==> config.mk <==
export PLATFORM = sky130hd
export DESIGN_NAME = pc_hotspot_table_lru_unit
export DESIGN_NICKNAME = d
export VERILOG_FILES = /design/src/rtl/pchot_pkg.sv /design/src/rtl/pchot_cell.sv /design/src/rtl/pc_hotspot_table_lru_unit.sv
export SDC_FILE = /design/constraint.sdc
export NUM_CORES = 2
export LEC_CHECK = 0
export ABC_AREA = 1
export BUFFER_PORTS_ARGS = -buffer_cell sky130_fd_sc_hd__buf_2
export CORE_MARGIN = 1
export CORE_UTILIZATION = 30
export CTS_CLUSTER_SIZE = 20
export DETAILED_ROUTE_END_ITERATION = 8
export PLACE_DENSITY_LB_ADDON = 0.08
export SKIP_LAST_GASP = 1
export SYNTH_ARGS = -nofsm -noshare
export SYNTH_HDL_FRONTEND = slang
export SYNTH_SLANG_ARGS = --single-unit
==> constraint.sdc <==
create_clock -name i_clk -period 16.5 [get_ports i_clk]
set_input_delay 3.3 -clock i_clk [delete_from_list [all_inputs] [get_ports i_clk]]
set_output_delay 3.3 -clock i_clk [all_outputs]
set_load 0.01 [all_outputs]
==> src/rtl/pchot_pkg.sv <==
`timescale 1ns / 1ps
// types and constants shared by the hot-spot profiler cells and top level
// no dependencies

package pchot_pkg;

    localparam int PC_W     = 16;
    localparam int OP_W     = 8;
    localparam int COUNT_W  = 32;
    localparam int STAMP_W  = 32;
    localparam int SLOT_W   = 4;
    localparam int CFG_IDX_W  = 2;
    localparam int CFG_DATA_W = 32;

    // configuration register indexes
    localparam logic [CFG_IDX_W-1:0] CFG_ANALYSIS_EN = 2'd0;
    localparam logic [CFG_IDX_W-1:0] CFG_LOOP_EN     = 2'd1;
    localparam logic [CFG_IDX_W-1:0] CFG_THRESHOLD   = 2'd2;

    localparam logic [COUNT_W-1:0] COUNT_MAX       = '1;
    localparam logic [COUNT_W-1:0] THRESHOLD_RESET = 32'd256;

    // input word: one executed instruction
    typedef struct packed {
        logic [PC_W-1:0] pc;
        logic [OP_W-1:0] opcode;
    } t_in_word;

    // output word: one table update
    typedef struct packed {
        logic [SLOT_W-1:0]  slot;
        logic               hit;
        logic               evicted;
        logic               opcode_changed;
        logic [COUNT_W-1:0] count;
        logic               loop_detected;
    } t_out_word;

    // one table entry as held in a cell
    typedef struct packed {
        logic [PC_W-1:0]    pc;
        logic [OP_W-1:0]    opcode;
        logic [COUNT_W-1:0] count;
        logic [STAMP_W-1:0] stamp;
        logic               marked;
    } t_entry;

    // search token passed from cell to cell
    typedef struct packed {
        logic               valid;
        logic               hit;
        logic               changed;
        logic               marked;
        logic [COUNT_W-1:0] count;
        logic [STAMP_W-1:0] best_stamp;
    } t_scan;

    typedef enum logic [2:0] {
        ST_IDLE,
        ST_LAUNCH,
        ST_SCAN,
        ST_CALC,
        ST_WRITE
    } t_state;

endpackage

==> src/rtl/pchot_cell.sv <==
`timescale 1ns / 1ps
// one table entry with its stage of the search chain: pc match and oldest stamp
// depends on pchot_pkg

module pchot_cell
    import pchot_pkg::*;
#(
    parameter int CELL_INDEX = 0,
    parameter int IDX_W      = 4,
    parameter int CNT_W      = 5
) (
    input  logic             i_clk,
    input  logic             i_rst_n,
    input  t_in_word         i_key,
    input  logic [CNT_W-1:0] i_used,
    input  t_scan            i_scan,
    input  logic [IDX_W-1:0] i_hit_idx,
    input  logic [IDX_W-1:0] i_best_idx,
    input  logic             i_we,
    input  t_entry           i_wr,
    output t_scan            o_scan,
    output logic [IDX_W-1:0] o_hit_idx,
    output logic [IDX_W-1:0] o_best_idx
);

    localparam logic [IDX_W-1:0] MY_IDX = IDX_W'(CELL_INDEX);

    t_entry           r_entry;
    t_scan            r_scan;
    t_scan            n_scan;
    logic             r_valid;
    logic [IDX_W-1:0] r_hit_idx;
    logic [IDX_W-1:0] n_hit_idx;
    logic [IDX_W-1:0] r_best_idx;
    logic [IDX_W-1:0] n_best_idx;
    logic             w_filled;
    logic             w_match;

    // entry storage, written once per update
    always_ff @(posedge i_clk) begin
        if (i_we) begin
            r_entry <= i_wr;
        end
    end

    assign w_filled = (CNT_W'(CELL_INDEX) < i_used);
    assign w_match  = w_filled && (r_entry.pc == i_key.pc);

    // first hit wins, strictly smaller stamp takes over the oldest
    always_comb begin
        n_scan     = i_scan;
        n_hit_idx  = i_hit_idx;
        n_best_idx = i_best_idx;
        if (!i_scan.hit && w_match) begin
            n_scan.hit     = 1'b1;
            n_scan.changed = (r_entry.opcode != i_key.opcode);
            n_scan.count   = r_entry.count;
            n_scan.marked  = r_entry.marked;
            n_hit_idx      = MY_IDX;
        end
        if ((CELL_INDEX == 0) || (r_entry.stamp < i_scan.best_stamp)) begin
            n_scan.best_stamp = r_entry.stamp;
            n_best_idx        = MY_IDX;
        end
    end

    // token valid
    always_ff @(posedge i_clk) begin
        if (!i_rst_n) begin
            r_valid <= 1'b0;
        end else begin
            r_valid <= n_scan.valid;
        end
    end

    // token payload
    always_ff @(posedge i_clk) begin
        r_scan     <= n_scan;
        r_hit_idx  <= n_hit_idx;
        r_best_idx <= n_best_idx;
    end

    always_comb begin
        o_scan       = r_scan;
        o_scan.valid = r_valid;
    end

    assign o_hit_idx  = r_hit_idx;
    assign o_best_idx = r_best_idx;

endmodule

==> src/rtl/pc_hotspot_table_lru_unit.sv <==
`timescale 1ns / 1ps
// instruction hot-spot profiler: fully associative pc table with oldest-stamp replacement
// depends on pchot_pkg and pchot_cell
//
//  channel | signals                                   | direction
//  --------+-------------------------------------------+----------
//  in      | i_in_valid, o_in_ready, i_in_word         | in
//  out     | o_out_valid, i_out_ready, o_out_word      | out
//  cfg     | i_cfg_we, i_cfg_index, i_cfg_data         | in
//
// a word is taken in idle; after a launch state a search token walks the row of
// cells one cell a cycle, then a calc state works out the count and a write state
// writes the chosen cell and registers the result; the next word is taken only
// after the write, so no word is taken while another is in flight. words accepted
// with analysis off give no result. reset is synchronous and active low and
// clears only control state; no clearing pass. the write cycle waits while the
// output register holds an untaken result; a result waiting there does not stop
// the next word.

module pc_hotspot_table_lru_unit
    import pchot_pkg::*;
#(
    parameter int TABLE_DEPTH = 16
) (
    input  logic                  i_clk,
    input  logic                  i_rst_n,
    input  logic                  i_in_valid,
    output logic                  o_in_ready,
    input  t_in_word              i_in_word,
    output logic                  o_out_valid,
    input  logic                  i_out_ready,
    output t_out_word             o_out_word,
    input  logic                  i_cfg_we,
    input  logic [CFG_IDX_W-1:0]  i_cfg_index,
    input  logic [CFG_DATA_W-1:0] i_cfg_data
);

    localparam int IDX_W = (TABLE_DEPTH > 1) ? $clog2(TABLE_DEPTH) : 1;
    localparam int CNT_W = $clog2(TABLE_DEPTH + 1);
    localparam logic [CNT_W-1:0] USED_FULL = CNT_W'(TABLE_DEPTH);

    // configuration
    logic               r_analysis_en;
    logic               r_loop_en;
    logic [COUNT_W-1:0] r_threshold;

    // control
    t_state             r_state;
    t_state             n_state;
    logic [CNT_W-1:0]   r_used;
    logic [STAMP_W-1:0] r_stamp;
    logic               r_out_valid;

    // word in flight
    t_in_word           r_key;
    logic [IDX_W-1:0]   r_slot;
    logic               r_hit;
    logic               r_evicted;
    logic               r_changed;
    logic               r_marked;
    logic [COUNT_W-1:0] r_count;
    t_out_word          r_out_word;

    // search chain
    t_scan              w_scan     [TABLE_DEPTH];
    logic [IDX_W-1:0]   w_hit_idx  [TABLE_DEPTH];
    logic [IDX_W-1:0]   w_best_idx [TABLE_DEPTH];
    t_scan              w_launch;
    t_scan              w_last;
    t_entry             w_wr;

    logic w_accept;
    logic w_out_free;
    logic w_commit;
    logic w_scan_done;
    logic w_full;
    logic w_loop;

    assign w_accept    = i_in_valid && o_in_ready;
    assign w_out_free  = !r_out_valid || i_out_ready;
    assign w_last      = w_scan[TABLE_DEPTH-1];
    assign w_scan_done = (r_state == ST_SCAN) && w_last.valid;
    assign w_commit    = (r_state == ST_WRITE) && w_out_free;
    assign w_full      = (r_used == USED_FULL);

    // configuration writes
    always_ff @(posedge i_clk) begin
        if (!i_rst_n) begin
            r_analysis_en <= 1'b0;
            r_loop_en     <= 1'b0;
            r_threshold   <= THRESHOLD_RESET;
        end else if (i_cfg_we) begin
            unique case (i_cfg_index)
                CFG_ANALYSIS_EN: r_analysis_en <= i_cfg_data[0];
                CFG_LOOP_EN:     r_loop_en     <= i_cfg_data[0];
                CFG_THRESHOLD:   r_threshold   <= i_cfg_data[COUNT_W-1:0];
                default: ;
            endcase
        end
    end

    // next state
    always_comb begin
        n_state = r_state;
        unique case (r_state)
            ST_IDLE:   if (w_accept && r_analysis_en) n_state = ST_LAUNCH;
            ST_LAUNCH: n_state = ST_SCAN;
            ST_SCAN:   if (w_last.valid) n_state = ST_CALC;
            ST_CALC:   n_state = ST_WRITE;
            ST_WRITE:  if (w_out_free) n_state = ST_IDLE;
            default:   n_state = ST_IDLE;
        endcase
    end

    // state outputs
    always_comb begin
        o_in_ready       = (r_state == ST_IDLE);
        w_launch         = '0;
        w_launch.valid   = (r_state == ST_LAUNCH);
    end

    always_ff @(posedge i_clk) begin
        if (!i_rst_n) begin
            r_state <= ST_IDLE;
        end else begin
            r_state <= n_state;
        end
    end

    // row of cells
    for (genvar k = 0; k < TABLE_DEPTH; k++) begin : g_cell
        pchot_cell #(
            .CELL_INDEX (k),
            .IDX_W      (IDX_W),
            .CNT_W      (CNT_W)
        ) u_cell (
            .i_clk      (i_clk),
            .i_rst_n    (i_rst_n),
            .i_key      (r_key),
            .i_used     (r_used),
            .i_scan     ((k == 0) ? w_launch : w_scan[(k == 0) ? 0 : k-1]),
            .i_hit_idx  ((k == 0) ? '0 : w_hit_idx[(k == 0) ? 0 : k-1]),
            .i_best_idx ((k == 0) ? '0 : w_best_idx[(k == 0) ? 0 : k-1]),
            .i_we       (w_commit && (r_slot == IDX_W'(k))),
            .i_wr       (w_wr),
            .o_scan     (w_scan[k]),
            .o_hit_idx  (w_hit_idx[k]),
            .o_best_idx (w_best_idx[k])
        );
    end

    // capture the key on acceptance
    always_ff @(posedge i_clk) begin
        if (w_accept) begin
            r_key <= i_in_word;
        end
    end

    // pick the slot when the token leaves the last cell
    always_ff @(posedge i_clk) begin
        if (w_scan_done) begin
            r_hit     <= w_last.hit;
            r_changed <= w_last.hit && w_last.changed;
            r_evicted <= !w_last.hit && w_full;
            if (w_last.hit) begin
                r_slot <= w_hit_idx[TABLE_DEPTH-1];
            end else if (w_full) begin
                r_slot <= w_best_idx[TABLE_DEPTH-1];
            end else begin
                r_slot <= r_used[IDX_W-1:0];
            end
            // new or reset entry starts from zero and unmarked
            if (w_last.hit && !w_last.changed) begin
                r_count  <= w_last.count;
                r_marked <= w_last.marked;
            end else begin
                r_count  <= '0;
                r_marked <= 1'b0;
            end
        end else if (r_state == ST_CALC) begin
            // saturating increment
            if (r_count != COUNT_MAX) begin
                r_count <= r_count + COUNT_W'(1);
            end
        end
    end

    // loop flag and write-back entry
    assign w_loop = r_loop_en && (r_count >= r_threshold) && !r_marked;

    always_comb begin
        w_wr.pc     = r_key.pc;
        w_wr.opcode = r_key.opcode;
        w_wr.count  = r_count;
        w_wr.stamp  = r_stamp;
        w_wr.marked = r_marked || w_loop;
    end

    // fill count and running stamp
    always_ff @(posedge i_clk) begin
        if (!i_rst_n) begin
            r_used  <= '0;
            r_stamp <= '0;
        end else if (w_commit) begin
            r_stamp <= r_stamp + STAMP_W'(1);
            if (!r_hit && !w_full) begin
                r_used <= r_used + CNT_W'(1);
            end
        end
    end

    // output register
    always_ff @(posedge i_clk) begin
        if (!i_rst_n) begin
            r_out_valid <= 1'b0;
        end else if (w_commit) begin
            r_out_valid <= 1'b1;
        end else if (i_out_ready) begin
            r_out_valid <= 1'b0;
        end
    end

    always_ff @(posedge i_clk) begin
        if (w_commit) begin
            r_out_word.slot           <= SLOT_W'(r_slot);
            r_out_word.hit            <= r_hit;
            r_out_word.evicted        <= r_evicted;
            r_out_word.opcode_changed <= r_changed;
            r_out_word.count          <= r_count;
            r_out_word.loop_detected  <= w_loop;
        end
    end

    assign o_out_valid = r_out_valid;
    assign o_out_word  = r_out_word;

endmodule
# After elaboration in Yosys (flattened, before gate mapping)
# Cells that the tools add are included.
[op_classes]
n_addsub = 3
n_mul = 0
div = 0
order_cmp = 32
n_eq_ne = 58
n_shift = 0
mux = 44
bitwise = 0
n_reduce_logical = 92
[op_table]
columns = ["operator", "n"]
rows = [
  ["2-to-1 mux 32 bit", 18],
  ["2-to-1 mux 34 bit", 15],
  ["less-than comparator 32 bit", 15],
  ["equality test 16 bit", 16],
  ["inequality test 8 bit", 16],
  ["adder 32 x 1 -> 32 bit (second input constant)", 2],
  ["logical AND 1 bit", 57],
  ["less-than comparator 4 x 5 -> 1 bit (first input constant)", 8],
  ["2-to-1 mux 35 bit", 1],
  ["equality test 4 bit (second input constant)", 8],
  [">= comparator 32 bit", 1],
  ["inequality test 32 bit (second input constant)", 1],
  ["zero test 1 bit", 21],
  ["less-than comparator 3 x 5 -> 1 bit (first input constant)", 4],
  ["equality test 4 x 3 -> 1 bit (second input constant)", 4],
  ["one-hot mux 3 bit (5 select lines)", 1],
  ["less-than comparator 1 x 5 -> 1 bit (first input constant)", 2],
  ["less-than comparator 2 x 5 -> 1 bit (first input constant)", 2],
  ["AND reduction 2 bit", 5],
  ["2-to-1 mux 3 bit", 3],
  ["equality test 4 x 2 -> 1 bit (second input constant)", 2],
  ["2-to-1 mux 4 bit", 2],
  ["equality test 3 x 2 -> 1 bit (second input constant)", 2],
  ["nonzero test 2 bit", 3],
  ["other kinds (15)", 20],
]
[word_totals]
register_bits = 2757
latch_bits = 0
ram_bits = 0
mem_bits_ro = 0
inputBits = 63
output_inout_bits = 42
wordCells = 455
mem_count = 0

# Depth between registers and ports, before layout
[depth]
depth_word = 5
depth_mapped = 15
ltp_nobuf = 14

# By module
# Synthesis repeated with hierarchy kept, for this count alone.
[hier_totals]
cells_unflattened = 10813
hier_area_um2 = 114194.5
[modules_own_cells]
columns = ["module", "instances", "cells_per_inst", "area_per_inst_um2", "seq_area_each_um2"]
rows = [
  ["pc_hotspot_table_lru_unit", 1, 1015, 8754.6, 4624.4],
  ["pchot_cell (g_cell[4].u_cell)", 1, 601, 6889.1, 4194.0],
  ["pchot_cell (g_cell[14].u_cell)", 1, 646, 6857.8, 4194.0],
  ["pchot_cell (g_cell[13].u_cell)", 1, 632, 6839.1, 4194.0],
  ["pchot_cell (g_cell[6].u_cell)", 1, 615, 6831.6, 4194.0],
  ["pchot_cell (g_cell[1].u_cell)", 1, 637, 6754.0, 4194.0],
  ["pchot_cell (g_cell[8].u_cell)", 1, 600, 6707.7, 4194.0],
  ["pchot_cell (g_cell[11].u_cell)", 1, 677, 6683.9, 4194.0],
  ["pchot_cell (g_cell[2].u_cell)", 1, 601, 6648.9, 4194.0],
  ["pchot_cell (g_cell[7].u_cell)", 1, 637, 6617.6, 4194.0],
  ["pchot_cell (g_cell[9].u_cell)", 1, 612, 6613.8, 4194.0],
  ["pchot_cell (g_cell[10].u_cell)", 1, 601, 6597.6, 4194.0],
  ["pchot_cell (g_cell[15].u_cell)", 1, 644, 6582.6, 4194.0],
  ["pchot_cell (g_cell[3].u_cell)", 1, 625, 6522.5, 4194.0],
  ["+3 rows", "--", "--", "--", "--"],
]

# Worst setup path before layout
# Ideal clock, no wire load.
[synth_timing]
path_kind = "input port to flip-flop"
from = "in i_out_ready"
to = "reg g_cell[10].u_cell.r_entry[0] (netlist name), enable pin"
setup_ns = 0.537
arrival_ns = 9.078
required_ns = 15.963
setup_slack_ns = 6.885
cell_stages = 5
cell_sequence = "nor2_1 > nor2_2 > clkbuf_1 > nand3_1 > nor2_1"
[synth_between]
elab_chain_cells = 3
[synth_lines]
columns = ["element", "line_no", "rtl"]
rows = [
  ["start: declaration", "pc_hotspot_table_lru_unit.sv:31", "input logic i_out_ready,"],
  ["logical OR 1 bit", "pc_hotspot_table_lru_unit.sv:80", "assign w_out_free = !r_out_valid || i_out_ready;"],
  ["logical AND 1 bit", "pc_hotspot_table_lru_unit.sv:83", "assign w_commit = (r_state == ST_WRITE) && w_out_free;"],
  ["named net w_commit", "pc_hotspot_table_lru_unit.sv:74", "logic w_commit;"],
  ["logical AND 1 bit", "pc_hotspot_table_lru_unit.sv:144", ".i_we (w_commit && (r_slot == IDX_W'(k))),"],
  ["named net g_cell[10].u_cell.i_we", "pchot_cell.sv:19", "input logic i_we,"],
  ["end signal: assignment", "pchot_cell.sv:42", "r_entry <= i_wr;"],
  ["end: declaration", "pchot_cell.sv:28", "t_entry r_entry;"],
]
# The timed path passes the listed nets, and every way through them passes these cells.
# A chain may end at the register's enable or synchronous reset.

# Worst setup path in the final report
[layout_timing]
from = "in i_out_ready"
to = "reg g_cell[3].u_cell.r_entry[23] (netlist name), enable pin"
[layout_between]
elab_chain_cells = 3
[layout_lines]
columns = ["element", "line_no"]
rows = [
  ["logical OR 1 bit", "pc_hotspot_table_lru_unit.sv:80"],
  ["logical AND 1 bit", "pc_hotspot_table_lru_unit.sv:83"],
  ["logical AND 1 bit", "pc_hotspot_table_lru_unit.sv:144"],
  ["named net g_cell[3].u_cell.i_we", "pchot_cell.sv:19"],
  ["end signal: assignment", "pchot_cell.sv:42"],
  ["end: declaration", "pchot_cell.sv:28"],
]
# The timed path passes the listed nets, and every way through them passes these cells.

==> impl_metrics.toml <==
[drt]
vias = 68100
dr.pass1.iters = 7
wl_mm = 314
routed-wl-met3_mm = 11.0
drtAntennaViolNets = 0
met1_length_mm = 142
top_layer = "met4"
wire_per_inst_um = 20.4
drc_errors = 0
first_iter_violations = 4292
wl_met2_mm = 153
viasPerCell = 4.43

[cells_and_area]
layout_commonest_cell = "nand2_1"
layout-drive-gt1-share_pct = 9.04
area_delta_synth_final_pct = 16.1
layout_common_cells = "2504 x nand2_1, 1528 x edfxtp_1, 1349 x inv_1"
nNetsFinal = 10900
nFillCells = 35400

[clock_tree]
cts_setup_buffers = 0
cts_tree = "yes"
clk_pin_slew_worst_paths_ns = 0.05
postCtsHoldBufs = 0
root_buffer = "clkbuf_16"
numCtsBuffers = 320
cts.sinks = 2757
htree_levels = 5
clock_latency_ns = 0.92
postCtsResizedCells = 0
clockBufferDepth = 4

[global_routing]
gr-usage-all-layers_pct = 17.3
grt_pass1_wl_mm = 460
grt-ovfl-total = 0
antenna_found_initial = 29
grt_max_degree = 72
grt_pass1_vias = 69100

[worst_setup_path]
crit_path_max_incr_delay_ns = 0.82
crit_path_max_fanout = 47
crit_buf_inv = 3
end_kind = "flip-flop"
arrival_ns = 6.81
r2r-end = "g_cell[3].u_cell.r_entry[23]$_DFFE_PP_"
cp-start-kind = "input port"
r2r_start = "r_state[1]$_SDFFE_PN0P_"
reg2reg_slack_ns = 12.10
criticalPathCategory = "input port to flip-flop"
slowest_stage = "nor2_4"
crit_required_ns = 17.00
reg2reg_depth = 7
crit_family = "simple AND/OR/NAND/NOR gates"
crit_path_cell_trace = "buf_2, nor2_1, nor2_4, nand3_1, nor2_4, buf_4, buf_4"

[logic_synthesis]
netlist_area_um2 = 107000
ys_async_sr_fraction_pct = 0
synth-main-ff-cell = "edfxtp_1"
syn_avg_cell_area_um2 = 10.6
synth-warning-count = 0
synth_cell_types = 57
syn-num-nets = 10600
synth_cells = 10100
synth_edf_count = 1528
yosys_register_bits = 2757
yosysSeqAreaShare_pct = 66.0

[die]
pin_count = 105
core_area_um2 = 353000
die_area_um2 = 359000
rows = 218
die_w_um = 599
chipHeight_um = 599
start_util_pct = 30.2

[sta]
worst_pin_slew_ns = 1.30
hold_viol = 0
tns_ns = 0
final_max_slew_viol_count = 0
max_freq_ghz = 0.158
max_slew_margin_pct = 13.0
hold_ws_ns = 0.327
clock-skew-final_ns = 0.0644
finalCritPeriodShare_pct = 38.2
period_needed_ns = 6.31
timing.final.ws_setup_ns = 10.19
setup_viol = 0
rsz0062_at_grt = "false"

[placed_design]
hpwl_mm = 207
place_ws_ns = 9.19
port_buffers = 104
globalplace.congestion = 0.798

[power]
p_switching_mw = 3.05
clkPwrFrac_pct = 49.1
comb_power_share_pct = 1.5
swShare_pct = 20.9
p_int_mw = 11.5
p_per_area_nw_per_um2 = 118
seq_power_share_pct = 49.4
total_power_mw = 14.6
irDropWorstVdd_mv = 0.0783
leakagePower_nw = 50.3

[job]
drv_cap = 0

[outcome]
status = "finished, final reports clean"

[min_path]
whs_path_depth = 0
min_path_type = "flip-flop to flip-flop"
min_from = "g_cell[0].u_cell.n_scan[27]$_DFFE_PP_"
whs_endpoint = "g_cell[0].u_cell.o_scan[27]$_DFF_P_"
[worst reg2reg max path, stage by stage, from the launching register on]
cell and delay [ns]:
dfxtp_1 0.33, inv_1 0.13, nand3_1 0.18, nor2_4 0.62, nand3_1 0.59, nor2_4 0.82, buf_4 0.52, buf_4 0.71
[per-layer routing]
metal | vias to the layer above | GRT usage, %
met2 | 1180 | 30.2
met5 | - | 0
met4 | 0 | 4.66
li1 | 33600 | -
met1 | 32900 | 22.7
met3 | 440 | 2.00
[power by group through the flow]
stage	registers, mW	logic [mW]	clock network (mW)
after floorplan	7.37	0.113	0
final	7.21	0.213	7.17
after CTS	7.21	0.219	7.39
after detailed placement	7.36	0.218	0
after global routing	7.21	0.233	7.64
after global placement	7.36	0.217	0
[kinds of logic (layout without fill, tap and decap cells)]
family | count (synthesis) | in the layout | share of synthesized area (%)
and+or+nand+nor | 4010 | 4010 | 15.6
AOI/OAI and AO/OA | 918 | 918 | 4.56
xor gates and xnor gates | 209 | 209 | 1.71
buffers and inverters | 1680 | 2250 | 6.30
other | 0 | 11 | 0
DFF | 2757 | 2757 | 66.0
adders and majority gates | 501 | 501 | 5.87
[final cells by class]
| type | count | area [µm²] | share of cell area (%) |
|---|---|---|---|
| Sequential cell | 2757 | 70500 | 56.8 |
| Antenna cell | 11 | 27.5 | 0.0222 |
| Clock buffer | 456 | 9320 | 7.51 |
| Timing Repair Buffer | 288 | 1920 | 1.55 |
| Clock inverter | 137 | 1350 | 1.09 |
| Inverter | 1369 | 5140 | 4.14 |
| Tap cell | 4730 | 5920 | 4.77 |
| Multi-Input combinational cell | 5638 | 29900 | 24.1 |
[state kept, by name, summed over array words and instances, names as in the netlist, 4 cells and up]
| signal | cells |
|---|---|
| r_slot | 4 |
| g_cell.u_cell.o_hit_idx | 49 |
| g_cell.u_cell.r_valid | 16 |
| r_stamp | 32 |
| r_used | 5 |
| o_out_word | 40 |
| r_key | 24 |
| r_count | 32 |
| g_cell.u_cell.r_entry | 1392 |
| g_cell.u_cell.o_best_idx | 49 |
| g_cell.u_cell.o_scan | 1040 |
| g_cell.u_cell.n_scan | 32 |
| r_threshold | 32 |
[Yosys cell counts (3+ instances only)]
master / n / area share, %
a21boi_0: 13 / 0.091
dfxtp_1: 1229 / 23
inv_2: 16 / 0.056
nor2_2: 26 / 0.15
nand3_2: 9 / 0.084
nor3_1: 73 / 0.34
nand3_1: 564 / 2.6
ha_1: 501 / 5.9
a31oi_1: 21 / 0.12
nor4_1: 15 / 0.088
nor2_1: 589 / 2.1
nand3b_1: 6 / 0.042
o21a_1: 20 / 0.14
a21oi_1: 424 / 2.0
o211ai_1: 16 / 0.11
edfxtp_1: 1528 / 43
buf_6: 38 / 0.40
inv_1: 1349 / 4.7
or2_2: 80 / 0.47
clkbuf_1: 188 / 0.66
nand4_1: 122 / 0.71
xor2_1: 96 / 0.79
a22o_1: 6 / 0.049
clkinv_1: 3 / 0.011
buf_2: 69 / 0.32
xnor2_1: 113 / 0.93
o21ai_1: 86 / 0.40
o2111ai_1: 7 / 0.057
o21ai_0: 291 / 1.4
buf_4: 15 / 0.11
o22ai_1: 18 / 0.11
o21bai_1: 3 / 0.021
nor4_2: 3 / 0.035
nand2_1: 2504 / 8.8
nor3b_1: 6 / 0.042
[worst max-delay path by stage]
stage,start,endpoint,slack [ns],cells past startpoint
2_1_floorplan,i_out_ready,g_cell[10].u_cell.r_entry[0]$_DFFE_PP_,6.89,5
3_3_place_gp,i_out_ready,g_cell[3].u_cell.r_entry[29]$_DFFE_PP_,9.23,7
3_5_place_dp,i_out_ready,g_cell[3].u_cell.r_entry[30]$_DFFE_PP_,9.19,7
4_1_cts,i_out_ready,g_cell[3].u_cell.r_entry[23]$_DFFE_PP_,10.16,7
5_1_grt,i_out_ready,g_cell[3].u_cell.r_entry[19]$_DFFE_PP_,10.14,7
6_report,i_out_ready,g_cell[3].u_cell.r_entry[23]$_DFFE_PP_,10.19,7
[metrics by stage]
step	util [%]	cell area, µm²	instances
after floorplan	-	107000	10100
after global placement	32.1	113000	14800
after detailed placement	32.1	113000	14800
after CTS	35.1	124000	15400
after global routing	35.1	124000	15400
final	35.1	124000	15400
Note: power is estimated with default switching activity, not from simulation.
